$ cat src/rtl/hpfm_pkg.sv
// hpfm_pkg: shared types, widths and constants of the homography forward map
// no dependencies; used by every module of the block
`timescale 1ns / 1ps
`default_nettype none
package hpfm_pkg;

    // field and arithmetic widths
    localparam int COORD_BITS      = 12;
    localparam int COEF_W          = 32;
    localparam int COEF_FRAC_BITS  = 20;
    localparam int PROD_W          = COORD_BITS + COEF_W;
    localparam int SUM_W           = PROD_W + 2;
    localparam int QUOT_FRAC       = 8;
    localparam int MAG_W           = SUM_W + QUOT_FRAC;
    localparam int QUOT_BITS       = 21;
    localparam int CMP_W           = SUM_W + QUOT_BITS;
    localparam int QS_W            = QUOT_BITS + 3;
    localparam int LIM_W           = 13;
    localparam int DEST_W          = 12;
    localparam int PIX_W           = 8;
    localparam int CFG_IDX_W       = 3;
    localparam int CFG_DATA_W      = 64;
    localparam int LIMIT_MAX       = 4096;
    localparam int MAP_OFFSET      = 500;
    localparam int LIM_RESET       = 1024;

    // pipeline depths
    localparam int MAC_LAT         = 2;
    localparam int DIV_LAT         = QUOT_BITS + 2;

    // register indexes
    localparam logic [CFG_IDX_W-1:0] REG_ROW0_A      = 3'd0;
    localparam logic [CFG_IDX_W-1:0] REG_ROW0B_ROW1A = 3'd1;
    localparam logic [CFG_IDX_W-1:0] REG_ROW1_B      = 3'd2;
    localparam logic [CFG_IDX_W-1:0] REG_ROW2_A      = 3'd3;
    localparam logic [CFG_IDX_W-1:0] REG_ROW2_C      = 3'd4;
    localparam logic [CFG_IDX_W-1:0] REG_OUT_COLS    = 3'd5;
    localparam logic [CFG_IDX_W-1:0] REG_OUT_ROWS    = 3'd6;

    typedef struct packed {
        logic signed [COORD_BITS-1:0] src_x;
        logic signed [COORD_BITS-1:0] src_y;
        logic [PIX_W-1:0]             pixel_in;
    } t_req;

    typedef struct packed {
        logic [DEST_W-1:0] dest_col;
        logic [DEST_W-1:0] dest_row;
        logic [PIX_W-1:0]  pixel_out;
        logic              in_range;
    } t_res;

    // coefficient set and saturated limits handed to the datapath
    typedef struct packed {
        logic signed [COEF_W-1:0] h00;
        logic signed [COEF_W-1:0] h01;
        logic signed [COEF_W-1:0] h02;
        logic signed [COEF_W-1:0] h10;
        logic signed [COEF_W-1:0] h11;
        logic signed [COEF_W-1:0] h12;
        logic signed [COEF_W-1:0] h20;
        logic signed [COEF_W-1:0] h21;
        logic signed [COEF_W-1:0] h22;
        logic [LIM_W-1:0]         cols;
        logic [LIM_W-1:0]         rows;
    } t_coef;

    // quotient result of one divider lane
    typedef struct packed {
        logic [QUOT_BITS-1:0] quo;
        logic                 rem_nz;
        logic                 neg;
        logic                 ovf;
        logic                 zero;
    } t_quot;

endpackage
`default_nettype wire

$ cat src/rtl/hpfm_cfg.sv
// hpfm_cfg: configuration register file of the homography forward map
// depends on hpfm_pkg
`timescale 1ns / 1ps
`default_nettype none
module hpfm_cfg #(
    parameter int COEF_FRAC_BITS = hpfm_pkg::COEF_FRAC_BITS
) (
    input  wire logic                             i_clk,
    input  wire logic                             i_rst_n,
    input  wire logic                             i_cfg_valid,
    input  wire logic [hpfm_pkg::CFG_IDX_W-1:0]   i_cfg_index,
    input  wire logic [hpfm_pkg::CFG_DATA_W-1:0]  i_cfg_data,
    output hpfm_pkg::t_coef                       o_coef
);
    localparam logic [hpfm_pkg::CFG_DATA_W-1:0] ONE_Q =
        hpfm_pkg::CFG_DATA_W'(64'd1 << COEF_FRAC_BITS);
    localparam logic [hpfm_pkg::LIM_W-1:0] LIM_MAX =
        hpfm_pkg::LIM_W'(hpfm_pkg::LIMIT_MAX);

    logic [hpfm_pkg::CFG_DATA_W-1:0] r_row0_a, r_row0b_row1a, r_row1_b, r_row2_a;
    logic [hpfm_pkg::COEF_W-1:0]     r_row2_c;
    logic [hpfm_pkg::LIM_W-1:0]      r_cols, r_rows;

    // register writes
    always_ff @(posedge i_clk) begin
        if (!i_rst_n) begin
            r_row0_a      <= ONE_Q;
            r_row0b_row1a <= '0;
            r_row1_b      <= ONE_Q;
            r_row2_a      <= '0;
            r_row2_c      <= hpfm_pkg::COEF_W'(ONE_Q);
            r_cols        <= hpfm_pkg::LIM_W'(hpfm_pkg::LIM_RESET);
            r_rows        <= hpfm_pkg::LIM_W'(hpfm_pkg::LIM_RESET);
        end else if (i_cfg_valid) begin
            unique case (i_cfg_index)
                hpfm_pkg::REG_ROW0_A:      r_row0_a      <= i_cfg_data;
                hpfm_pkg::REG_ROW0B_ROW1A: r_row0b_row1a <= i_cfg_data;
                hpfm_pkg::REG_ROW1_B:      r_row1_b      <= i_cfg_data;
                hpfm_pkg::REG_ROW2_A:      r_row2_a      <= i_cfg_data;
                hpfm_pkg::REG_ROW2_C:      r_row2_c      <= i_cfg_data[hpfm_pkg::COEF_W-1:0];
                hpfm_pkg::REG_OUT_COLS:    r_cols        <= i_cfg_data[hpfm_pkg::LIM_W-1:0];
                hpfm_pkg::REG_OUT_ROWS:    r_rows        <= i_cfg_data[hpfm_pkg::LIM_W-1:0];
                default: ;
            endcase
        end
    end

    // unpack coefficients and saturate limits
    always_comb begin
        o_coef.h00  = $signed(r_row0_a[31:0]);
        o_coef.h01  = $signed(r_row0_a[63:32]);
        o_coef.h02  = $signed(r_row0b_row1a[31:0]);
        o_coef.h10  = $signed(r_row0b_row1a[63:32]);
        o_coef.h11  = $signed(r_row1_b[31:0]);
        o_coef.h12  = $signed(r_row1_b[63:32]);
        o_coef.h20  = $signed(r_row2_a[31:0]);
        o_coef.h21  = $signed(r_row2_a[63:32]);
        o_coef.h22  = $signed(r_row2_c);
        o_coef.cols = (r_cols > LIM_MAX) ? LIM_MAX : r_cols;
        o_coef.rows = (r_rows > LIM_MAX) ? LIM_MAX : r_rows;
    end
endmodule
`default_nettype wire

$ cat config.mk
export PLATFORM = sky130hd
export DESIGN_NAME = hpfm_cfg
export DESIGN_NICKNAME = d
export VERILOG_FILES = /design/src/rtl/hpfm_pkg.sv /design/src/rtl/hpfm_cfg.sv
export SDC_FILE = /design/constraint.sdc
export NUM_CORES = 1
export LEC_CHECK = 0
export BUFFER_PORTS_ARGS = -buffer_cell sky130_fd_sc_hd__buf_2
export CAP_MARGIN = 20
export CORE_MARGIN = 1.5
export CORE_UTILIZATION = 50
export DETAILED_ROUTE_END_ITERATION = 8
export PLACE_DENSITY = 0.77
export SYNTH_ARGS = -nofsm -noshare
export SYNTH_HDL_FRONTEND = slang
export SYNTH_SLANG_ARGS = --single-unit
$ cat constraint.sdc
create_clock -name i_clk -period 1.5 [get_ports i_clk]
set_input_delay 0.225 -clock i_clk [delete_from_list [all_inputs] [get_ports i_clk]]
set_output_delay 0.225 -clock i_clk [all_outputs]
set_load 0.01 [all_outputs]
==> results.py <==
metrics = {
    "run_status": {
        "status": "complete, no violations",
    },
    "layout": {
        "fill_cells": 1776,
        "nets": 1589,
        "fin_cells": 1828,
        "finish.utilization": 0.675,
        "num_antenna_cells": 0,
        "area_growth_pct": 32.7,
        "drive_gt1_frac": 0.330,
    },
    "setup_path": {
        "cp.required_ps": 1270,
        "path_depth": 3,
        "cp.arrival_ps": 1250,
        "rr_worst_depth": 3,
        "cp_max_fo": 14,
        "worstPathCellList": "buf_12 -> nor2b_2 -> buf_2",
        "critPathMaxStageDelay_ps": 320,
        "criticalPathCategory": "flop to output port",
        "cp_top_family": "flip-flops",
        "endpoint_kind": "output port",
        "cp_slowest_cell": "dfxtp_1",
        "worst_setup_path_start_kind": "flop",
        "critical_path_buf_inv_count": 2,
    },
    "global_routing": {
        "overflow": 0,
        "track_usage": 0.255,
        "antenna_found_initial": 0,
        "grt_pass1_vias": 9121,
        "grt_max_degree": 54,
        "grt_pass1_wl_um": 48500,
    },
    "run": {
        "max-cap-violations": 0,
    },
    "route": {
        "wl_met2_um": 15300,
        "wl_met1_um": 12800,
        "drtIter0Drc": 358,
        "drtPass1Iterations": 5,
        "vias": 9230,
        "wl_per_cell_um": 17.2,
        "routed_wl_um": 31400,
        "avgViaCountPerCell": 5.05,
        "dr_wl_met3_um": 2350,
        "ant_nets": 0,
        "drc": 0,
        "highest_layer": "met4",
    },
    "sta": {
        "clock_skew_ps": 0,
        "finalHoldViolCount": 0,
        "setup_viol": 0,
        "slew_headroom": 0.738,
        "tightestPinTransition_ps": 392,
        "rsz0062_at_grt": "yes",
        "holdWs_ps": 20.8,
        "period_minus_slack_ps": 1470,
        "finalWorstSetupSlack_ps": 28.5,
        "min_period_over_period": 0.981,
        "max_freq_ghz": 0.680,
        "drv_slew": 0,
    },
    "floorplan": {
        "fp.dieW_um": 155,
        "die_area_mm2": 0.0239,
        "core_area_mm2": 0.0226,
        "start_util": 0.509,
        "die_h_um": 155,
        "ios": 384,
        "row_count": 55,
    },
    "synthesis": {
        "synthTopCellsByCount": "nand2_1, dfxtp_1, mux2i_1",
        "synth_top_area_cell": "dfxtp_1",
        "async_reset_ff_frac": 0,
        "yosysMostFrequentCell": "nand2_1",
        "synth_ff_type": "dfxtp_1",
        "ys_warn_count": 0,
        "ys_seq_area_frac": 0.547,
        "synth.area.top_cells": "dfxtp_1, mux2i_1, nand2_1",
        "ys_types": 13,
        "syn-num-nets": 1189,
        "synth-edff-count": 0,
        "syn_area_mm2": 0.0115,
        "synth-seq-cells": 314,
        "yosys.area.top_type_share": 0.547,
        "syn_inst": 1119,
        "synth.avg_cell_area_um2": 10.3,
    },
    "power_and_ir_drop": {
        "power.density_mw_per_mm2": 1180,
        "ir_drop_mv": 0.851,
        "leakagePower_nw": 8.49,
        "p_total_mw": 18.1,
    },
    "worst_hold_path": {
        "hold_path_depth": 3,
        "hold_path.class": "input pin to flop",
    },
    "place": {
        "dp_cells": 1768,
        "gp_congestion": 0.815,
        "dp_slack_ps": -5.65,
        "hpwlAfterDp_um": 22000,
        "port_buffers": 383,
    },
    "clock_network": {
        "clkTransAtPathRegs_ps": 60,
        "root_buffer": "clkbuf_16",
        "numCtsBuffers": 34,
        "clkSinkCount": 314,
        "hold_buffers": 0,
        "clk_latency_ps": 490,
        "cts_tree": "built",
        "htree_levels": 2,
        "clock_path_buffers": 3,
    },
}
==> sequential cells by signal, indices dropped and copies added, names as in the netlist <==
name and cells:
r_row0b_row1a 64, r_cols 13, r_row0_a 64, r_row2_c 32
r_row1_b 64, r_row2_a 64, r_rows 13
==> cells by family (layout without fill, tap and decap cells) <==
kind of cell | count (synthesis) | count (layout) | share of synthesized area
buffers and inverters | 80 | 504 | 0.0346
DFF | 314 | 314 | 0.547
and+or+nand+nor | 411 | 411 | 0.145
muxes | 314 | 314 | 0.274
==> cell type report <==
class                           instances  area, um2  area share
Clock buffer                           50       1020      0.0672
Clock inverter                         10       82.6     0.00542
Multi-Input combinational cell        725       4880       0.320
Sequential cell                       314       6290       0.413
Tap cell                              285        357      0.0234
Timing Repair Buffer                  444       2610       0.171
==> cells in the final DEF (no fill, tap or decap), drive strengths merged <==
cell,synthesis,routed
buf,43,444
nand2,373,373
mux2i,314,314
dfxtp,314,314
clkbuf,37,50
nor2b,31,31
clkinv,0,8
nand4b,3,3
nand4bb,2,2
nor4bb,1,1
or4b,1,1
bufinv,0,1
inv,0,1
==> where the power goes <==
part / total, mW / switching, mW / leakage [nW] / internal, mW
Combinational: 1.27 / 0.743 / 5.39 / 0.524
Clock: 8.18 / 3.26 / 0.552 / 4.92
Sequential: 8.62 / 0.0931 / 2.54 / 8.52
Total: 18.1 / 4.09 / 8.49 / 14.0
==> worst paths after layout <==
check	start	to	slack, ps
worst max-delay path	r_rows[12]	o_coef[3]	30
worst min register to register	r_row0b_row1a[22]	r_row0b_row1a[22]	450
worst max register to register	r_rows[12]	r_rows[12]	740
worst min-delay path	i_cfg_data[20]	r_row2_a[20]	20
==> worst reg2reg max path, stage by stage (launching register included) <==
cell and delay, ps:
dfxtp_1 350, buf_12 160, nand2_1 60, mux2i_1 120
==> what timing repair did <==
item | CTS | global route
endpoints found under the setup margin | 20 | 13
setup buffers | 0 | 0
resized for setup | 7 | 7
==> metal layers <==
| metal | track usage | up-vias |
|---|---|---|
| met5 | 0 | - |
| met4 | 0.0984 | 0 |
| met3 | 0.0667 | 67 |
| met2 | 0.450 | 332 |
| met1 | 0.294 | 4356 |
| li1 | - | 4475 |
==> stage by stage <==
step | cell area (um2) | TNS [ps]
after floorplan | 11500 | 0
after global placement | 14100 | 0
after detailed placement | 14100 | -11.2
after CTS | 15200 | -10.8
after global routing | 15200 | -68.2
final | 15200 | 0
Power figures use the tool's default switching activity.
