## src/rtl/hpfm_pkg.sv

```systemverilog
// hpfm_pkg: shared types, widths and constants of the homography forward map
// no dependencies; used by every module of the block
`timescale 1ns / 1ps
`default_nettype none
package hpfm_pkg;

    // field and arithmetic widths
    localparam int COORD_BITS      = 12;
    localparam int COEF_W          = 32;
    localparam int COEF_FRAC_BITS  = 20;
    localparam int PROD_W          = COORD_BITS + COEF_W;
    localparam int SUM_W           = PROD_W + 2;
    localparam int QUOT_FRAC       = 8;
    localparam int MAG_W           = SUM_W + QUOT_FRAC;
    localparam int QUOT_BITS       = 21;
    localparam int CMP_W           = SUM_W + QUOT_BITS;
    localparam int QS_W            = QUOT_BITS + 3;
    localparam int LIM_W           = 13;
    localparam int DEST_W          = 12;
    localparam int PIX_W           = 8;
    localparam int CFG_IDX_W       = 3;
    localparam int CFG_DATA_W      = 64;
    localparam int LIMIT_MAX       = 4096;
    localparam int MAP_OFFSET      = 500;
    localparam int LIM_RESET       = 1024;

    // pipeline depths
    localparam int MAC_LAT         = 2;
    localparam int DIV_LAT         = QUOT_BITS + 2;

    // register indexes
    localparam logic [CFG_IDX_W-1:0] REG_ROW0_A      = 3'd0;
    localparam logic [CFG_IDX_W-1:0] REG_ROW0B_ROW1A = 3'd1;
    localparam logic [CFG_IDX_W-1:0] REG_ROW1_B      = 3'd2;
    localparam logic [CFG_IDX_W-1:0] REG_ROW2_A      = 3'd3;
    localparam logic [CFG_IDX_W-1:0] REG_ROW2_C      = 3'd4;
    localparam logic [CFG_IDX_W-1:0] REG_OUT_COLS    = 3'd5;
    localparam logic [CFG_IDX_W-1:0] REG_OUT_ROWS    = 3'd6;

    typedef struct packed {
        logic signed [COORD_BITS-1:0] src_x;
        logic signed [COORD_BITS-1:0] src_y;
        logic [PIX_W-1:0]             pixel_in;
    } t_req;

    typedef struct packed {
        logic [DEST_W-1:0] dest_col;
        logic [DEST_W-1:0] dest_row;
        logic [PIX_W-1:0]  pixel_out;
        logic              in_range;
    } t_res;

    // coefficient set and saturated limits handed to the datapath
    typedef struct packed {
        logic signed [COEF_W-1:0] h00;
        logic signed [COEF_W-1:0] h01;
        logic signed [COEF_W-1:0] h02;
        logic signed [COEF_W-1:0] h10;
        logic signed [COEF_W-1:0] h11;
        logic signed [COEF_W-1:0] h12;
        logic signed [COEF_W-1:0] h20;
        logic signed [COEF_W-1:0] h21;
        logic signed [COEF_W-1:0] h22;
        logic [LIM_W-1:0]         cols;
        logic [LIM_W-1:0]         rows;
    } t_coef;

    // quotient result of one divider lane
    typedef struct packed {
        logic [QUOT_BITS-1:0] quo;
        logic                 rem_nz;
        logic                 neg;
        logic                 ovf;
        logic                 zero;
    } t_quot;

endpackage
`default_nettype wire

```

## src/rtl/hpfm_div.sv

```systemverilog
// hpfm_div: pipelined restoring divider, one quotient bit per stage
// depends on hpfm_pkg
`timescale 1ns / 1ps
`default_nettype none
module hpfm_div (
    input  wire logic                                i_clk,
    input  wire logic                                i_rst_n,
    input  wire logic                                i_vld,
    input  wire logic signed [hpfm_pkg::SUM_W-1:0]   i_num,
    input  wire logic signed [hpfm_pkg::SUM_W-1:0]   i_den,
    output logic                                     o_vld,
    output hpfm_pkg::t_quot                          o_quot
);
    localparam int SW = hpfm_pkg::SUM_W;
    localparam int AW = hpfm_pkg::MAG_W;
    localparam int DW = hpfm_pkg::CMP_W;
    localparam int QB = hpfm_pkg::QUOT_BITS;
    localparam int QF = hpfm_pkg::QUOT_FRAC;

    logic [SW-1:0] n_nmag, n_dmag;

    // front stage: magnitudes and sign
    logic          r_vld_a, r_neg_a, r_zero_a;
    logic [AW-1:0] r_a;
    logic [SW-1:0] r_b_a;

    // bit stages, index 0 is the range check stage
    logic          r_vld [0:QB];
    logic [AW-1:0] r_rem [0:QB];
    logic [SW-1:0] r_b   [0:QB];
    logic [QB-1:0] r_quo [0:QB];
    logic          r_neg [0:QB];
    logic          r_ovf [0:QB];
    logic          r_zero[0:QB];

    always_comb begin
        n_nmag = i_num[SW-1] ? SW'(-i_num) : SW'(i_num);
        n_dmag = i_den[SW-1] ? SW'(-i_den) : SW'(i_den);
    end

    // magnitudes, scaled numerator
    always_ff @(posedge i_clk) begin
        if (!i_rst_n) begin
            r_vld_a <= 1'b0;
        end else begin
            r_vld_a <= i_vld;
        end
    end

    always_ff @(posedge i_clk) begin
        r_a      <= {n_nmag, {QF{1'b0}}};
        r_b_a    <= n_dmag;
        r_neg_a  <= i_num[SW-1] ^ i_den[SW-1];
        r_zero_a <= (i_den == '0);
    end

    // quotient too large for the output window
    always_ff @(posedge i_clk) begin
        if (!i_rst_n) begin
            r_vld[0] <= 1'b0;
        end else begin
            r_vld[0] <= r_vld_a;
        end
    end

    always_ff @(posedge i_clk) begin
        r_rem[0]  <= r_a;
        r_b[0]    <= r_b_a;
        r_quo[0]  <= '0;
        r_neg[0]  <= r_neg_a;
        r_zero[0] <= r_zero_a;
        r_ovf[0]  <= DW'(r_a) >= (DW'(r_b_a) << QB);
    end

    // one trial subtraction per stage, most significant bit first
    for (genvar k = 0; k < QB; k++) begin : g_bit
        localparam int BP = QB - 1 - k;
        logic [DW-1:0] n_sh;
        logic          n_ge;

        always_comb begin
            n_sh = DW'(r_b[k]) << BP;
            n_ge = DW'(r_rem[k]) >= n_sh;
        end

        always_ff @(posedge i_clk) begin
            if (!i_rst_n) begin
                r_vld[k+1] <= 1'b0;
            end else begin
                r_vld[k+1] <= r_vld[k];
            end
        end

        always_ff @(posedge i_clk) begin
            r_rem[k+1]  <= n_ge ? AW'(DW'(r_rem[k]) - n_sh) : r_rem[k];
            r_quo[k+1]  <= {r_quo[k][QB-2:0], n_ge};
            r_b[k+1]    <= r_b[k];
            r_neg[k+1]  <= r_neg[k];
            r_ovf[k+1]  <= r_ovf[k];
            r_zero[k+1] <= r_zero[k];
        end
    end

    assign o_vld         = r_vld[QB];
    assign o_quot.quo    = r_quo[QB];
    assign o_quot.rem_nz = (r_rem[QB] != '0);
    assign o_quot.neg    = r_neg[QB];
    assign o_quot.ovf    = r_ovf[QB];
    assign o_quot.zero   = r_zero[QB];
endmodule
`default_nettype wire

```

## config.mk

```make
export PLATFORM = sky130hd
export DESIGN_NAME = hpfm_div
export DESIGN_NICKNAME = d
export VERILOG_FILES = /design/src/rtl/hpfm_pkg.sv /design/src/rtl/hpfm_div.sv
export SDC_FILE = /design/constraint.sdc
export NUM_CORES = 2
export LEC_CHECK = 0
export ABC_AREA = 0
export BUFFER_PORTS_ARGS = -buffer_cell sky130_fd_sc_hd__buf_4
export CORE_MARGIN = 8
export CORE_UTILIZATION = 52
export DETAILED_ROUTE_END_ITERATION = 12
export PLACE_DENSITY = 0.68
export SLEW_MARGIN = 40
export SYNTH_ARGS = -nofsm -noshare
export SYNTH_HDL_FRONTEND = slang
export SYNTH_SLANG_ARGS = --single-unit
export TNS_END_PERCENT = 100
```

## constraint.sdc

```tcl
create_clock -name i_clk -period 5.1 [get_ports i_clk]
set_input_delay 0.765 -clock i_clk [delete_from_list [all_inputs] [get_ports i_clk]]
set_output_delay 0.765 -clock i_clk [all_outputs]
set_load 0.01 [all_outputs]
```

==> flow_summary.json <==
{
  "power.net_switching_mw": 30.9,
  "yosysWarnings": 0,
  "clkPwrFrac_pct": 24.5,
  "vias_per_cell": 5.67,
  "power_density_nw_per_um2": 631,
  "critical_path.max_fanout": 19,
  "min_period_ns": 4.62,
  "drt-initial-drc-count": 5946,
  "crit_family": "compound AO/OA/AOI/OAI gates",
  "power_switching_share_pct": 38.4,
  "root_buffer": "clkbuf_16",
  "finClkSkew_ns": 0.0798,
  "cts_buffers": 275,
  "hold_class": "in2reg",
  "final_cell_mix": "dfxtp_1 (2,428), inv_1 (1,175), a21oi_1 (1,039)",
  "peakVddDrop_uv": 395,
  "io_buffers": 120,
  "ys.flop_type": "dfxtp_1",
  "die_area_um2": 235000,
  "hold_violations": 0,
  "antenna_found_initial": 11,
  "drv_slew": 0,
  "rsz0062_at_grt": "no",
  "setup_viol": 0,
  "status": "finished clean",
  "internal-power_mw": 49.5,
  "vias": 89100,
  "synth-seq-area-share_pct": 42.6,
  "chipWidth_um": 484,
  "syn_avg_cell_area_um2": 9.07,
  "htreeDepth": 5,
  "die_h_um": 484,
  "synthArstFlopShare_pct": 0,
  "grtUsageTotal_pct": 25.8,
  "arrival_ns": 5.36,
  "cp_slowest_cell": "a21oi_1",
  "p_seq_share_pct": 32.6,
  "postSynthCellCount": 12600,
  "critical_path_class": "reg2reg",
  "yosys_register_bits": 2428,
  "ios": 121,
  "hold_ws_ns": 0.0692,
  "grt_start_max_net_pins": 79,
  "cp.buffers_inverters": 4,
  "core_area_um2": 219000,
  "grt_pass1_vias": 87500,
  "initial_utilization_pct": 52.1,
  "fmax_mhz": 216,
  "final_layout_size_suffix_gt1_share_pct": 8.36,
  "grt_pass1_wl_um": 490000,
  "worst-slew-pin-transition_ns": 0.914,
  "synth_nets": 13600,
  "postCtsResizedCells": 0,
  "synth_edf_count": 0,
  "fin_tns_setup_ns": 0,
  "area_growth_pct": 11.6,
  "ys_types": 86,
  "p_leak_nw": 58.4,
  "final_nets": 13700,
  "cp_data_required_time_ns": 5.84,
  "rows": 172,
  "wl_per_cell_um": 20.2,
  "clkLatencyLatePin_ns": 0.93,
  "remaining_drc_errors": 0,
  "power_frac_comb_pct": 42.8,
  "drtPass1Iterations": 6,
  "worstSetupStartpointType": "register",
  "endpoint_kind": "register",
  "timing.final.crit_share_pct": 90.6,
  "wirelength_um": 317000,
  "slew_headroom_pct": 38.4,
  "clk_pin_slew_ns": 0.06,
  "syn_area_um2": 114000,
  "cts_tree": "built",
  "mostFrequentLayoutCell": "dfxtp_1",
  "grt_remaining_overflow": 0,
  "cap_violations": 0,
  "fillers": 19200,
  "cts_num_sinks": 2428,
  "hpwl_um": 252000,
  "clk_path_buf_depth": 4,
  "ant_nets": 0,
  "max_stage_delay_ns": 0.46,
  "crit_chain": "inv_1 > ha_1 > inv_1 > fa_1 > a21oi_1 > o21ai_0 > a21o_1 > a211oi_1 > o21ai_0 > a21oi_1 > o211ai_1 > a311o_1 > a31oi_1 > nor2_4 > buf_8 > buf_16 > mux2_2",
  "place_congestion": 0.951
}
## power by group through the flow
stage / sequential (mW) / clock, mW / combinational [mW]
3_3_place_gp: 26.6 / 0 / 33.3
3_5_place_dp: 26.6 / 0 / 33.7
4_1_cts: 26.2 / 20.1 / 34.0
5_1_grt: 26.5 / 20.9 / 38.0
6_report: 26.2 / 19.7 / 34.4
2_1_floorplan: 24.9 / 0 / 25.9
## metal layers
metal | global-route usage (%) | wire (µm) | vias to the layer above
li1 | - | - | 44000
met1 | 32.2 | 137000 | 42000
met2 | 44.7 | 151000 | 2389
met3 | 3.54 | 14500 | 723
met4 | 10.7 | 14200 | 8
met5 | 0 | 54 | -
## kinds of logic (layout without fill, tap and decap cells)
| group | after synthesis | in the layout | share of synthesized area, % |
|---|---|---|---|
| DFF | 2428 | 2428 | 42.6 |
| buffers and inverters | 1620 | 1872 | 5.41 |
| muxes | 352 | 352 | 3.45 |
| and+or+nand+nor | 2875 | 2875 | 12.2 |
| adders and majority gates | 944 | 944 | 10.5 |
| AOI/OAI and AO/OA | 3443 | 3443 | 18.9 |
| other | 0 | 12 | 0 |
| xor gates and xnor gates | 910 | 910 | 6.99 |
## flip-flops by register name, indices dropped and copies added, names as in the netlist
name	cells
r_rem	1048
r_b	966
r_quo	231
r_a	46
r_b_a	46
r_neg	22
r_ovf	22
r_vld	22
r_zero	22
r_neg_a	1
r_vld_a	1
r_zero_a	1
## layout make-up
| type | count | area (µm²) | area share, % |
|---|---|---|---|
| multi-input cells | 8524 | 59600 | 46.8 |
| clock inverters | 98 | 1230 | 0.969 |
| diodes | 12 | 30.0 | 0.0236 |
| clock buffers | 369 | 7840 | 6.16 |
| inverters | 1176 | 4410 | 3.47 |
| well taps | 2871 | 3590 | 2.82 |
| flip-flops and latches | 2428 | 48600 | 38.2 |
| repair buffers | 229 | 2060 | 1.62 |
## cell usage after synthesis (all sizes together) (49+ instances only)
| library cell | instances | area share (%) |
|---|---|---|
| dfxtp | 2428 | 43 |
| nor2b | 126 | 0.69 |
| xor2 | 327 | 2.5 |
| inv | 1176 | 3.9 |
| nor4 | 91 | 0.50 |
| o31ai | 93 | 0.63 |
| clkbuf | 384 | 1.3 |
| and3 | 125 | 0.69 |
| or3 | 57 | 0.33 |
| a31oi | 99 | 0.54 |
| nor2 | 657 | 2.2 |
| a21oi | 1040 | 4.6 |
| mux2 | 329 | 3.2 |
| o211ai | 49 | 0.32 |
| xnor2 | 583 | 4.5 |
| o21bai | 140 | 0.92 |
| o21a | 123 | 0.81 |
| nand2b | 98 | 0.54 |
| a211oi | 83 | 0.55 |
| nor3 | 146 | 0.64 |
| and2 | 58 | 0.32 |
| ha | 923 | 10 |
| a21o | 614 | 4.0 |
| buf | 60 | 0.28 |
| o21ai | 837 | 3.7 |
| nand2 | 947 | 3.1 |
| nand3 | 192 | 0.84 |
| nand4 | 217 | 1.2 |
## final timing paths
| path | end | cells past startpoint | slack (ns) | from |
|---|---|---|---|---|
| hold / removal | r_a[31]$_DFF_P_ | 2 | 0.07 | i_num[23] |
| setup reg to reg | r_rem[0][302]$_DFF_P_ | 17 | 0.48 | r_rem[0][232]$_DFF_P_ |
| hold reg to reg | r_ovf[1][7]$_DFF_P_ | 0 | 0.30 | r_ovf[1][6]$_DFF_P_ |
| setup / recovery | r_rem[0][302]$_DFF_P_ | 17 | 0.48 | r_rem[0][232]$_DFF_P_ |
## repair_timing
action | CTS | global route
hold buffers | 31 | 0
endpoints found under the hold margin | 33 | 0
buffers inserted | 0 | 0
## through the flow
stage	instances	util [%]	cell area, µm²	setup slack, ns	power (mW)
floorplan	12600	-	114000	0.860	50.7
global placement	15200	53.8	118000	0.449	59.9
detailed placement	15200	53.9	118000	0.434	60.3
CTS	15700	58.2	127000	0.549	80.3
global route	15700	58.2	127000	0.248	85.4
finish	15700	58.2	127000	0.477	80.3
No activity file was read; power rests on OpenSTA's default activity.
