[src/rtl/hpfm_pkg.sv]
// hpfm_pkg: shared types, widths and constants of the homography forward map
// no dependencies; used by every module of the block
`timescale 1ns / 1ps
`default_nettype none
package hpfm_pkg;

    // field and arithmetic widths
    localparam int COORD_BITS      = 12;
    localparam int COEF_W          = 32;
    localparam int COEF_FRAC_BITS  = 20;
    localparam int PROD_W          = COORD_BITS + COEF_W;
    localparam int SUM_W           = PROD_W + 2;
    localparam int QUOT_FRAC       = 8;
    localparam int MAG_W           = SUM_W + QUOT_FRAC;
    localparam int QUOT_BITS       = 21;
    localparam int CMP_W           = SUM_W + QUOT_BITS;
    localparam int QS_W            = QUOT_BITS + 3;
    localparam int LIM_W           = 13;
    localparam int DEST_W          = 12;
    localparam int PIX_W           = 8;
    localparam int CFG_IDX_W       = 3;
    localparam int CFG_DATA_W      = 64;
    localparam int LIMIT_MAX       = 4096;
    localparam int MAP_OFFSET      = 500;
    localparam int LIM_RESET       = 1024;

    // pipeline depths
    localparam int MAC_LAT         = 2;
    localparam int DIV_LAT         = QUOT_BITS + 2;

    // register indexes
    localparam logic [CFG_IDX_W-1:0] REG_ROW0_A      = 3'd0;
    localparam logic [CFG_IDX_W-1:0] REG_ROW0B_ROW1A = 3'd1;
    localparam logic [CFG_IDX_W-1:0] REG_ROW1_B      = 3'd2;
    localparam logic [CFG_IDX_W-1:0] REG_ROW2_A      = 3'd3;
    localparam logic [CFG_IDX_W-1:0] REG_ROW2_C      = 3'd4;
    localparam logic [CFG_IDX_W-1:0] REG_OUT_COLS    = 3'd5;
    localparam logic [CFG_IDX_W-1:0] REG_OUT_ROWS    = 3'd6;

    typedef struct packed {
        logic signed [COORD_BITS-1:0] src_x;
        logic signed [COORD_BITS-1:0] src_y;
        logic [PIX_W-1:0]             pixel_in;
    } t_req;

    typedef struct packed {
        logic [DEST_W-1:0] dest_col;
        logic [DEST_W-1:0] dest_row;
        logic [PIX_W-1:0]  pixel_out;
        logic              in_range;
    } t_res;

    // coefficient set and saturated limits handed to the datapath
    typedef struct packed {
        logic signed [COEF_W-1:0] h00;
        logic signed [COEF_W-1:0] h01;
        logic signed [COEF_W-1:0] h02;
        logic signed [COEF_W-1:0] h10;
        logic signed [COEF_W-1:0] h11;
        logic signed [COEF_W-1:0] h12;
        logic signed [COEF_W-1:0] h20;
        logic signed [COEF_W-1:0] h21;
        logic signed [COEF_W-1:0] h22;
        logic [LIM_W-1:0]         cols;
        logic [LIM_W-1:0]         rows;
    } t_coef;

    // quotient result of one divider lane
    typedef struct packed {
        logic [QUOT_BITS-1:0] quo;
        logic                 rem_nz;
        logic                 neg;
        logic                 ovf;
        logic                 zero;
    } t_quot;

endpackage
`default_nettype wire

[src/rtl/hpfm_post.sv]
// hpfm_post: floor correction, offset, range test, rounding and clamping
// depends on hpfm_pkg
`timescale 1ns / 1ps
`default_nettype none
module hpfm_post (
    input  wire logic                            i_clk,
    input  wire logic                            i_rst_n,
    input  wire logic                            i_vld,
    input  wire hpfm_pkg::t_quot                 i_qx,
    input  wire hpfm_pkg::t_quot                 i_qy,
    input  wire logic [hpfm_pkg::PIX_W-1:0]      i_pix,
    input  wire hpfm_pkg::t_coef                 i_coef,
    output logic                                 o_done,
    output hpfm_pkg::t_res                       o_res
);
    localparam int QW = hpfm_pkg::QS_W;
    localparam int QB = hpfm_pkg::QUOT_BITS;
    localparam int QF = hpfm_pkg::QUOT_FRAC;
    localparam int LW = hpfm_pkg::LIM_W;
    localparam logic signed [QW-1:0] OFFSET_Q = QW'(hpfm_pkg::MAP_OFFSET << QF);
    localparam logic signed [QW-1:0] HALF_Q   = QW'(1 << (QF - 1));

    logic signed [QW-1:0] n_qx, n_qy;
    logic signed [QW-1:0] r_qx, r_qy;
    logic                 r_vld, r_bad;
    logic [hpfm_pkg::PIX_W-1:0] r_pix;

    logic signed [QW-1:0] n_clim, n_rlim, n_rx, n_ry;
    logic [LW-1:0]        n_dx, n_dy, n_cx, n_cy;
    logic                 n_ok;
    logic                 r_done;
    hpfm_pkg::t_res       r_res;

    // signed floor quotient plus offset
    function automatic logic signed [QW-1:0] f_floor(input hpfm_pkg::t_quot q);
        logic signed [QW-1:0] m;
        m = $signed({{(QW-QB){1'b0}}, q.quo});
        return q.neg ? (-m - QW'(q.rem_nz)) : m;
    endfunction

    always_comb begin
        n_qx = f_floor(i_qx) + OFFSET_Q;
        n_qy = f_floor(i_qy) + OFFSET_Q;
    end

    always_ff @(posedge i_clk) begin
        if (!i_rst_n) begin
            r_vld <= 1'b0;
        end else begin
            r_vld <= i_vld;
        end
    end

    always_ff @(posedge i_clk) begin
        r_qx  <= n_qx;
        r_qy  <= n_qy;
        r_bad <= i_qx.ovf | i_qy.ovf | i_qx.zero | i_qy.zero;
        r_pix <= i_pix;
    end

    // range test and round half up with clamp
    always_comb begin
        n_clim = $signed({{(QW-LW-QF){1'b0}}, i_coef.cols, {QF{1'b0}}});
        n_rlim = $signed({{(QW-LW-QF){1'b0}}, i_coef.rows, {QF{1'b0}}});
        n_ok   = !r_bad && (r_qx > 0) && (r_qy > 0) && (r_qx < n_clim) && (r_qy < n_rlim);
        n_rx   = r_qx + HALF_Q;
        n_ry   = r_qy + HALF_Q;
        n_dx   = n_rx[LW+QF-1:QF];
        n_dy   = n_ry[LW+QF-1:QF];
        n_cx   = (n_dx >= i_coef.cols) ? (i_coef.cols - LW'(1)) : n_dx;
        n_cy   = (n_dy >= i_coef.rows) ? (i_coef.rows - LW'(1)) : n_dy;
    end

    always_ff @(posedge i_clk) begin
        if (!i_rst_n) begin
            r_done <= 1'b0;
        end else begin
            r_done <= r_vld;
        end
    end

    always_ff @(posedge i_clk) begin
        r_res.dest_col  <= n_ok ? n_cx[hpfm_pkg::DEST_W-1:0] : '0;
        r_res.dest_row  <= n_ok ? n_cy[hpfm_pkg::DEST_W-1:0] : '0;
        r_res.pixel_out <= r_pix;
        r_res.in_range  <= n_ok;
    end

    assign o_done = r_done;
    assign o_res  = r_res;
endmodule
`default_nettype wire

[config.mk]
export PLATFORM = sky130hd
export DESIGN_NAME = hpfm_post
export DESIGN_NICKNAME = d
export VERILOG_FILES = /design/src/rtl/hpfm_pkg.sv /design/src/rtl/hpfm_post.sv
export SDC_FILE = /design/constraint.sdc
export NUM_CORES = 1
export LEC_CHECK = 0
export ABC_AREA = 1
export BUFFER_PORTS_ARGS = -buffer_cell sky130_fd_sc_hd__buf_2
export CORE_AREA = 4 4 157 159
export DETAILED_ROUTE_END_ITERATION = 10
export DIE_AREA = 0 0 161 163
export GPL_TIMING_DRIVEN = 0
export HOLD_SLACK_MARGIN = 0.05
export PLACE_DENSITY = 0.68
export SYNTH_ARGS = -nofsm -noshare
export SYNTH_HDL_FRONTEND = slang
export SYNTH_SLANG_ARGS = --single-unit
[constraint.sdc]
create_clock -name i_clk -period 3.7 [get_ports i_clk]
set_input_delay 0.555 -clock i_clk [delete_from_list [all_inputs] [get_ports i_clk]]
set_output_delay 0.555 -clock i_clk [all_outputs]
set_load 0.02 [all_outputs]
==> flow_metrics.env, run 1 <==
export IMPL_area_delta_synth_final_pct=14.7
export IMPL_cts_tree="yes"
export IMPL_synth_top_cells_by_area="dfxtp_1 (21%), nand2_1 (17%), ha_1 (15%)"
export IMPL_p_comb_frac=0.407
export IMPL_synth_most_common_cell="nand2_1"
export IMPL_critical_path_max_stage_delay_ps=390
export IMPL_p_sw_mw=1.40
export IMPL_critical_path_required_ps=3980
export IMPL_die_w_microns=161
export IMPL_synth_cell_types=47
export IMPL_cts_resized=0
export IMPL_powerDensity_mw_per_mm2=350
export IMPL_ant_nets=0
export IMPL_h_tree_depth=3
export IMPL_die_h_microns=163
export IMPL_hold_class="in2reg"
export IMPL_grt_max_degree=16
export IMPL_drt_pre_antenna_iters=5
export IMPL_power_internal_mw=2.11
export IMPL_dpl_cell_area_sq_mm=0.00974
export IMPL_arrival_ps=3650
export IMPL_synth_seq_cells=92
export IMPL_leakage_nw=5.65
export IMPL_async_flop_share=0
export IMPL_rsz0062_at_grt="no"
export IMPL_cp_slowest_cell="dfxtp_1"
export IMPL_place_congestion=0.948
export IMPL_antenna_found_initial=2
export IMPL_rows=56
export IMPL_netlist_area_leader_share=0.211
export IMPL_root_buffer="clkbuf_16"
export IMPL_drt_initial_drc_count=529
export IMPL_setup_violations=0
export IMPL_cap_violations=0
export IMPL_cp_top_family="simple AND/OR/NAND/NOR gates"
export IMPL_power_switching_share=0.399
export IMPL_critPathMaxFanout=10
export IMPL_io_pins=409
export IMPL_dp_final_hpwl_microns=21000
export IMPL_grt_pass1_vias=8537
export IMPL_clockPowerShare=0.255
export IMPL_syn_area_sq_mm=0.00874
export IMPL_cts_inserted_buffers=9
export IMPL_path_clk_slew_ps=70
export IMPL_avgViaCountPerCell=4.75
export IMPL_grt_pass1_wl_microns=40000
export IMPL_hold_violations=0
export IMPL_port_buffers=119
export IMPL_fmax_mhz=297
export IMPL_synth_edf_count=0
export IMPL_synth_nets=1884
export IMPL_drt_total_wl_microns=24500
export IMPL_fin_crit_ps=3360
export IMPL_p_seq_frac=0.338
export IMPL_clkLatencyLatePin_ps=350
export IMPL_fin_skew_ps=9.79
export IMPL_vias=8831
export IMPL_slew_viol_final=0
export IMPL_setup_tns_ps=0
export IMPL_worst_slew_pin_slew_ps=608
export IMPL_clk_path_buf_depth=2
export IMPL_syn_area_per_cell_sq_um=6.22
export IMPL_synthCells=1405
export IMPL_maxSlewHeadroom=0.595
export IMPL_vdd_drop_max_v=0.000192
export IMPL_crit_type="reg2reg"
export IMPL_insertedDiodeCount=0
export IMPL_cp_cell_sequence="ha_1, nand3_1, nor2_1, nand3_1, nor2_1, nand2_1, nor3_1, xnor2_1, inv_1, ha_1, nand2_1, nor4_1, o21ai_0, nand3_1, clkbuf_1, o21ai_0, nor2_1"
export IMPL_layout_drive_gt1_share=0.147
export IMPL_core_sq_mm=0.0233
export IMPL_synthTopCellsByCount="nand2_1 (399), inv_1 (254), nor2_1 (107)"
export IMPL_fp_dieArea_sq_mm=0.0262
export IMPL_end_kind="flop"
export IMPL_finish_instance_area_sq_mm=0.0100
export IMPL_status="finished, final reports clean"
export IMPL_min_period_over_period=0.909
export IMPL_yosysWarningCount=0
export IMPL_fin_nets=2014
export IMPL_clkSinkCount=92
export IMPL_postCtsSetupRepairBufs=0
export IMPL_drc_errors=0
export IMPL_ys_seq_area_frac=0.211
export IMPL_grt_usage=0.187
export IMPL_path_buf_inv=2
export IMPL_grt_overflow=0
export IMPL_yosysTopAreaCell="dfxtp_1"
export IMPL_holdBufCountCts=0
export IMPL_initial_utilization=0.376
export IMPL_synthFlopType="dfxtp_1"
export IMPL_critPathLaunchType="flop"
export IMPL_wire_per_inst_microns=13.2
path summary, 6_finish.rpt:
| check | slack (ps) | from | depth (start not counted) | to |
|---|---|---|---|---|
| setup / recovery | 340 | r_qx[7] | 17 | o_res[23] |
| hold / removal | 300 | i_pix[1] | 1 | r_pix[1] |
| setup reg to reg | 340 | r_qx[7] | 17 | o_res[23] |
| hold reg to reg | 330 | r_pix[2] | 0 | o_res[3] |
cell usage in the layout, fill, tap and decap left out, types with 2 or more instances in the layout:
cell type and instances:
o21ai_1 4, and2_1 2, nand3_1 93, xnor2_1 15
o21bai_1 3, clkinvlp_4 3, clkbuf_8 2, ha_1 104
nand2_1 399, nand2_4 4, o21ai_2 2, nand3_2 5
a21o_1 2, a21oi_1 49, inv_1 254, nand3b_1 10
o21ai_0 58, o211a_1 2, o31ai_1 2, o22ai_1 6
buf_2 128, clkbuf_1 7, nor3_2 4, nor4_1 12
nor3_1 18, xor2_1 33, nor2_2 10, inv_2 17
nand4_1 29, nor2_4 6, nand2_2 29, nor2_1 107
o211ai_1 3, clkbuf_16 9, dfxtp_1 92, clkinv_1 2
cell families after synthesis:
group                    after synthesis  synth area share
AND/OR/NAND/NOR                      733             0.377
buffers and inverters                289             0.125
AO/OA/AOI/OAI                        138            0.0884
adder cells (fa/ha/maj)              104             0.149
flip-flops                            92             0.211
XOR/XNOR                              49            0.0499
metal layers:
layer  global-route usage  vias to the layer above  part of all wire
met2                0.296                      232              0.42
met5                    0                        -            0.0014
li1                     -                     4698                 -
met4               0.0520                        4             0.021
met1                0.263                     3861              0.49
met3               0.0334                       36             0.067
final cells by class:
class / instances / area, sq um
multi-input cells: 1024 / 5810
plain buffers: 16 / 71.3
well taps: 319 / 399
fillers: 2550 / 13200
flip-flops and latches: 92 / 1840
clock inverters: 4 / 31.3
repair buffers: 119 / 596
clock buffers: 12 / 256
inverters: 273 / 1020
flip-flops by register name, summed over array words and instances (netlist names):
signal  flops
r_vld       1
o_res      33
r_qx       24
o_done      1
r_qy       24
r_pix       8
r_bad       1
power by group through the flow:
stage          registers, mW  logic [mW]  clock network, mW
4_1_cts                 1.18        1.43              0.913
3_3_place_gp            1.20        1.39                  0
6_report                1.18        1.43              0.895
3_5_place_dp            1.21        1.42                  0
2_1_floorplan           1.18        1.06                  0
5_1_grt                 1.20        1.64              0.958
metrics by stage:
stage | power (mW) | hold slack (ps) | util | instances | setup WS [ps]
final | 3.51 | 303 | 0.431 | 1859 | 335
after global routing | 3.80 | 289 | 0.431 | 1859 | 50.2
after floorplan | 2.24 | 310 | - | 1405 | 970
after detailed placement | 2.62 | 313 | 0.419 | 1843 | 367
after CTS | 3.53 | 294 | 0.431 | 1859 | 353
after global placement | 2.59 | 311 | 0.419 | 1843 | 404
Power figures use the tool's default switching activity.
==> run 2, diff against run 1 <==
PLACE_DENSITY = 0.67   (was 0.68)
==> run 2 against run 1 <==
Sequential power about the same. Die area stayed put. Sequential share of layout area hardly changed. Clock power increased by 5.1%. Flip-flop and latch count unchanged. Register-to-register slack improved by 60 ps. Final cell count did not move. Worst setup slack gained 56 ps. Core utilization up 0.075 points. Global-route usage is 0.25 points higher. Total power is 1.4% higher.
==> flow_metrics.env, run 2 (synthesis gave the netlist of run 1 again) <==
export IMPL_status="finished, final reports clean"
export IMPL_p_sw_mw=1.41
export IMPL_die_h_microns=163
export IMPL_drt_pre_antenna_iters=6
export IMPL_layout_drive_gt1_share=0.149
export IMPL_r2r_setup_slack_ps=390
export IMPL_finalPower_mw=3.56
export IMPL_avgViaCountPerCell=4.84
export IMPL_grt_pass1_vias=8518
export IMPL_whs_ps=304
export IMPL_setup_violations=0
export IMPL_final_cell_mix="nand2_1 (399), inv_1 (254), buf_2 (127)"
export IMPL_rows=56
export IMPL_holdBufCountCts=0
export IMPL_clockPowerShare=0.265
export IMPL_cts_inserted_buffers=9
export IMPL_clkLatencyLatePin_ps=350
export IMPL_end_kind="flop"
export IMPL_insertedDiodeCount=0
export IMPL_grt_overflow=0
export IMPL_clkSinkCount=92
export IMPL_area_delta_synth_final_pct=14.9
export IMPL_grtUsageMet3=0.0420
export IMPL_port_buffers=119
export IMPL_layout_commonest_cell="nand2_1"
export IMPL_path_clk_slew_ps=70
export IMPL_fp_dieArea_sq_mm=0.0262
export IMPL_wire_per_inst_microns=13.3
export IMPL_power_switching_share=0.396
export IMPL_critPathLaunchType="flop"
export IMPL_critPathMaxFanout=10
export IMPL_use_met2=0.297
export IMPL_critical_path_required_ps=3930
export IMPL_use_met1=0.263
export IMPL_largest_register_ffs=33
export IMPL_placed_cells=1843
export IMPL_arrival_ps=3540
export IMPL_setup_tns_ps=0
export IMPL_antenna_found_initial=4
export IMPL_vias=9006
export IMPL_clk_path_buf_depth=2
export IMPL_drc_errors=0
export IMPL_core_sq_mm=0.0233
export IMPL_grt_max_degree=17
export IMPL_h_tree_depth=3
export IMPL_cts_tree="yes"
export IMPL_slew_viol_final=0
export IMPL_place_congestion=0.946
export IMPL_hold_class="in2reg"
export IMPL_min_period_over_period=0.894
export IMPL_io_pins=409
export IMPL_initial_utilization=0.376
export IMPL_grt_usage=0.190
export IMPL_dp_final_hpwl_microns=21300
export IMPL_fin_skew_ps=9.27
export IMPL_rsz0062_at_grt="no"
export IMPL_power_internal_mw=2.15
export IMPL_fmax_mhz=302
export IMPL_crit_type="reg2reg"
export IMPL_ant_nets=0
export IMPL_p_seq_frac=0.333
export IMPL_maxSlewHeadroom=0.618
export IMPL_root_buffer="clkbuf_16"
export IMPL_leakage_nw=5.67
export IMPL_top_usage_layer="met2"
export IMPL_vdd_drop_max_v=0.000213
export IMPL_cap_violations=0
export IMPL_fin_nets=2014
export IMPL_powerDensity_mw_per_mm2=354
export IMPL_drt_total_wl_microns=24700
export IMPL_instances_no_fill=1859
export IMPL_hold_violations=0
export IMPL_worst_slew_pin_slew_ps=572
export IMPL_drt_initial_drc_count=653
export IMPL_fin_crit_ps=3310
export IMPL_die_w_microns=161
export IMPL_p_comb_frac=0.402
export IMPL_fillers=2535
export IMPL_grt_pass1_wl_microns=40400
run 2: layout make-up:
cell class	instances	area, sq um	share of cell area
inverters	273	1020	0.102
plain buffers	16	76.3	0.00760
multi-input cells	1024	5810	0.578
clock inverters	6	71.3	0.00710
clock buffers	10	229	0.0228
flip-flops and latches	92	1840	0.183
well taps	319	399	0.0397
repair buffers	119	596	0.0593
run 2: repair_timing:
item | CTS | global route
buffers inserted | 0 | 0
setup endpoints to repair | 0 | 18
gates resized for setup | 0 | 5
hold endpoints to repair | 0 | 0
run 2: path summary, 6_finish.rpt:
check | to | from | cells after the start
max | o_res[25] | r_qx[7] | 18
min | r_pix[3] | i_pix[3] | 1
max reg2reg | o_res[25] | r_qx[7] | 18
min reg2reg | o_res[6] | r_pix[5] | 0
run 2: power groups by stage:
stage | Sequential [mW] | Clock [mW] | Combinational (mW)
6_report | 1.19 | 0.941 | 1.43
5_1_grt | 1.20 | 1.01 | 1.65
4_1_cts | 1.19 | 0.966 | 1.43
3_5_place_dp | 1.21 | 0 | 1.42
3_3_place_gp | 1.21 | 0 | 1.39
2_1_floorplan | 1.18 | 0 | 1.06
run 2: metal layers:
metal  vias to the layer above  wire, microns
li1                       4707              -
met1                      4033          12100
met2                       215          10400
met3                        43           1590
met4                         8            517
met5                         -             50
run 2: through the flow:
stage	util	area [sq um]	setup slack, ps
global placement	0.419	9740	389
finish	0.432	10000	391
detailed placement	0.419	9740	365
floorplan	-	8740	970
CTS	0.432	10000	343
global route	0.432	10000	1.64
run 2: worst max-delay path, stage by stage, from the launching register on:
cell and delay (ps):
dfxtp_1 400, ha_1 200, nand3_1 110, nor2_1 160, nand3_1 130, nor2_1 110, nand2_1 100, nor3_1 190
xnor2_1 150, inv_1 70, ha_1 290, nand2_1 90, nor4_1 300, o21ai_0 130, nand3_1 190, buf_2 260
nand3b_1 90, o21ai_0 130, nor2_1 90
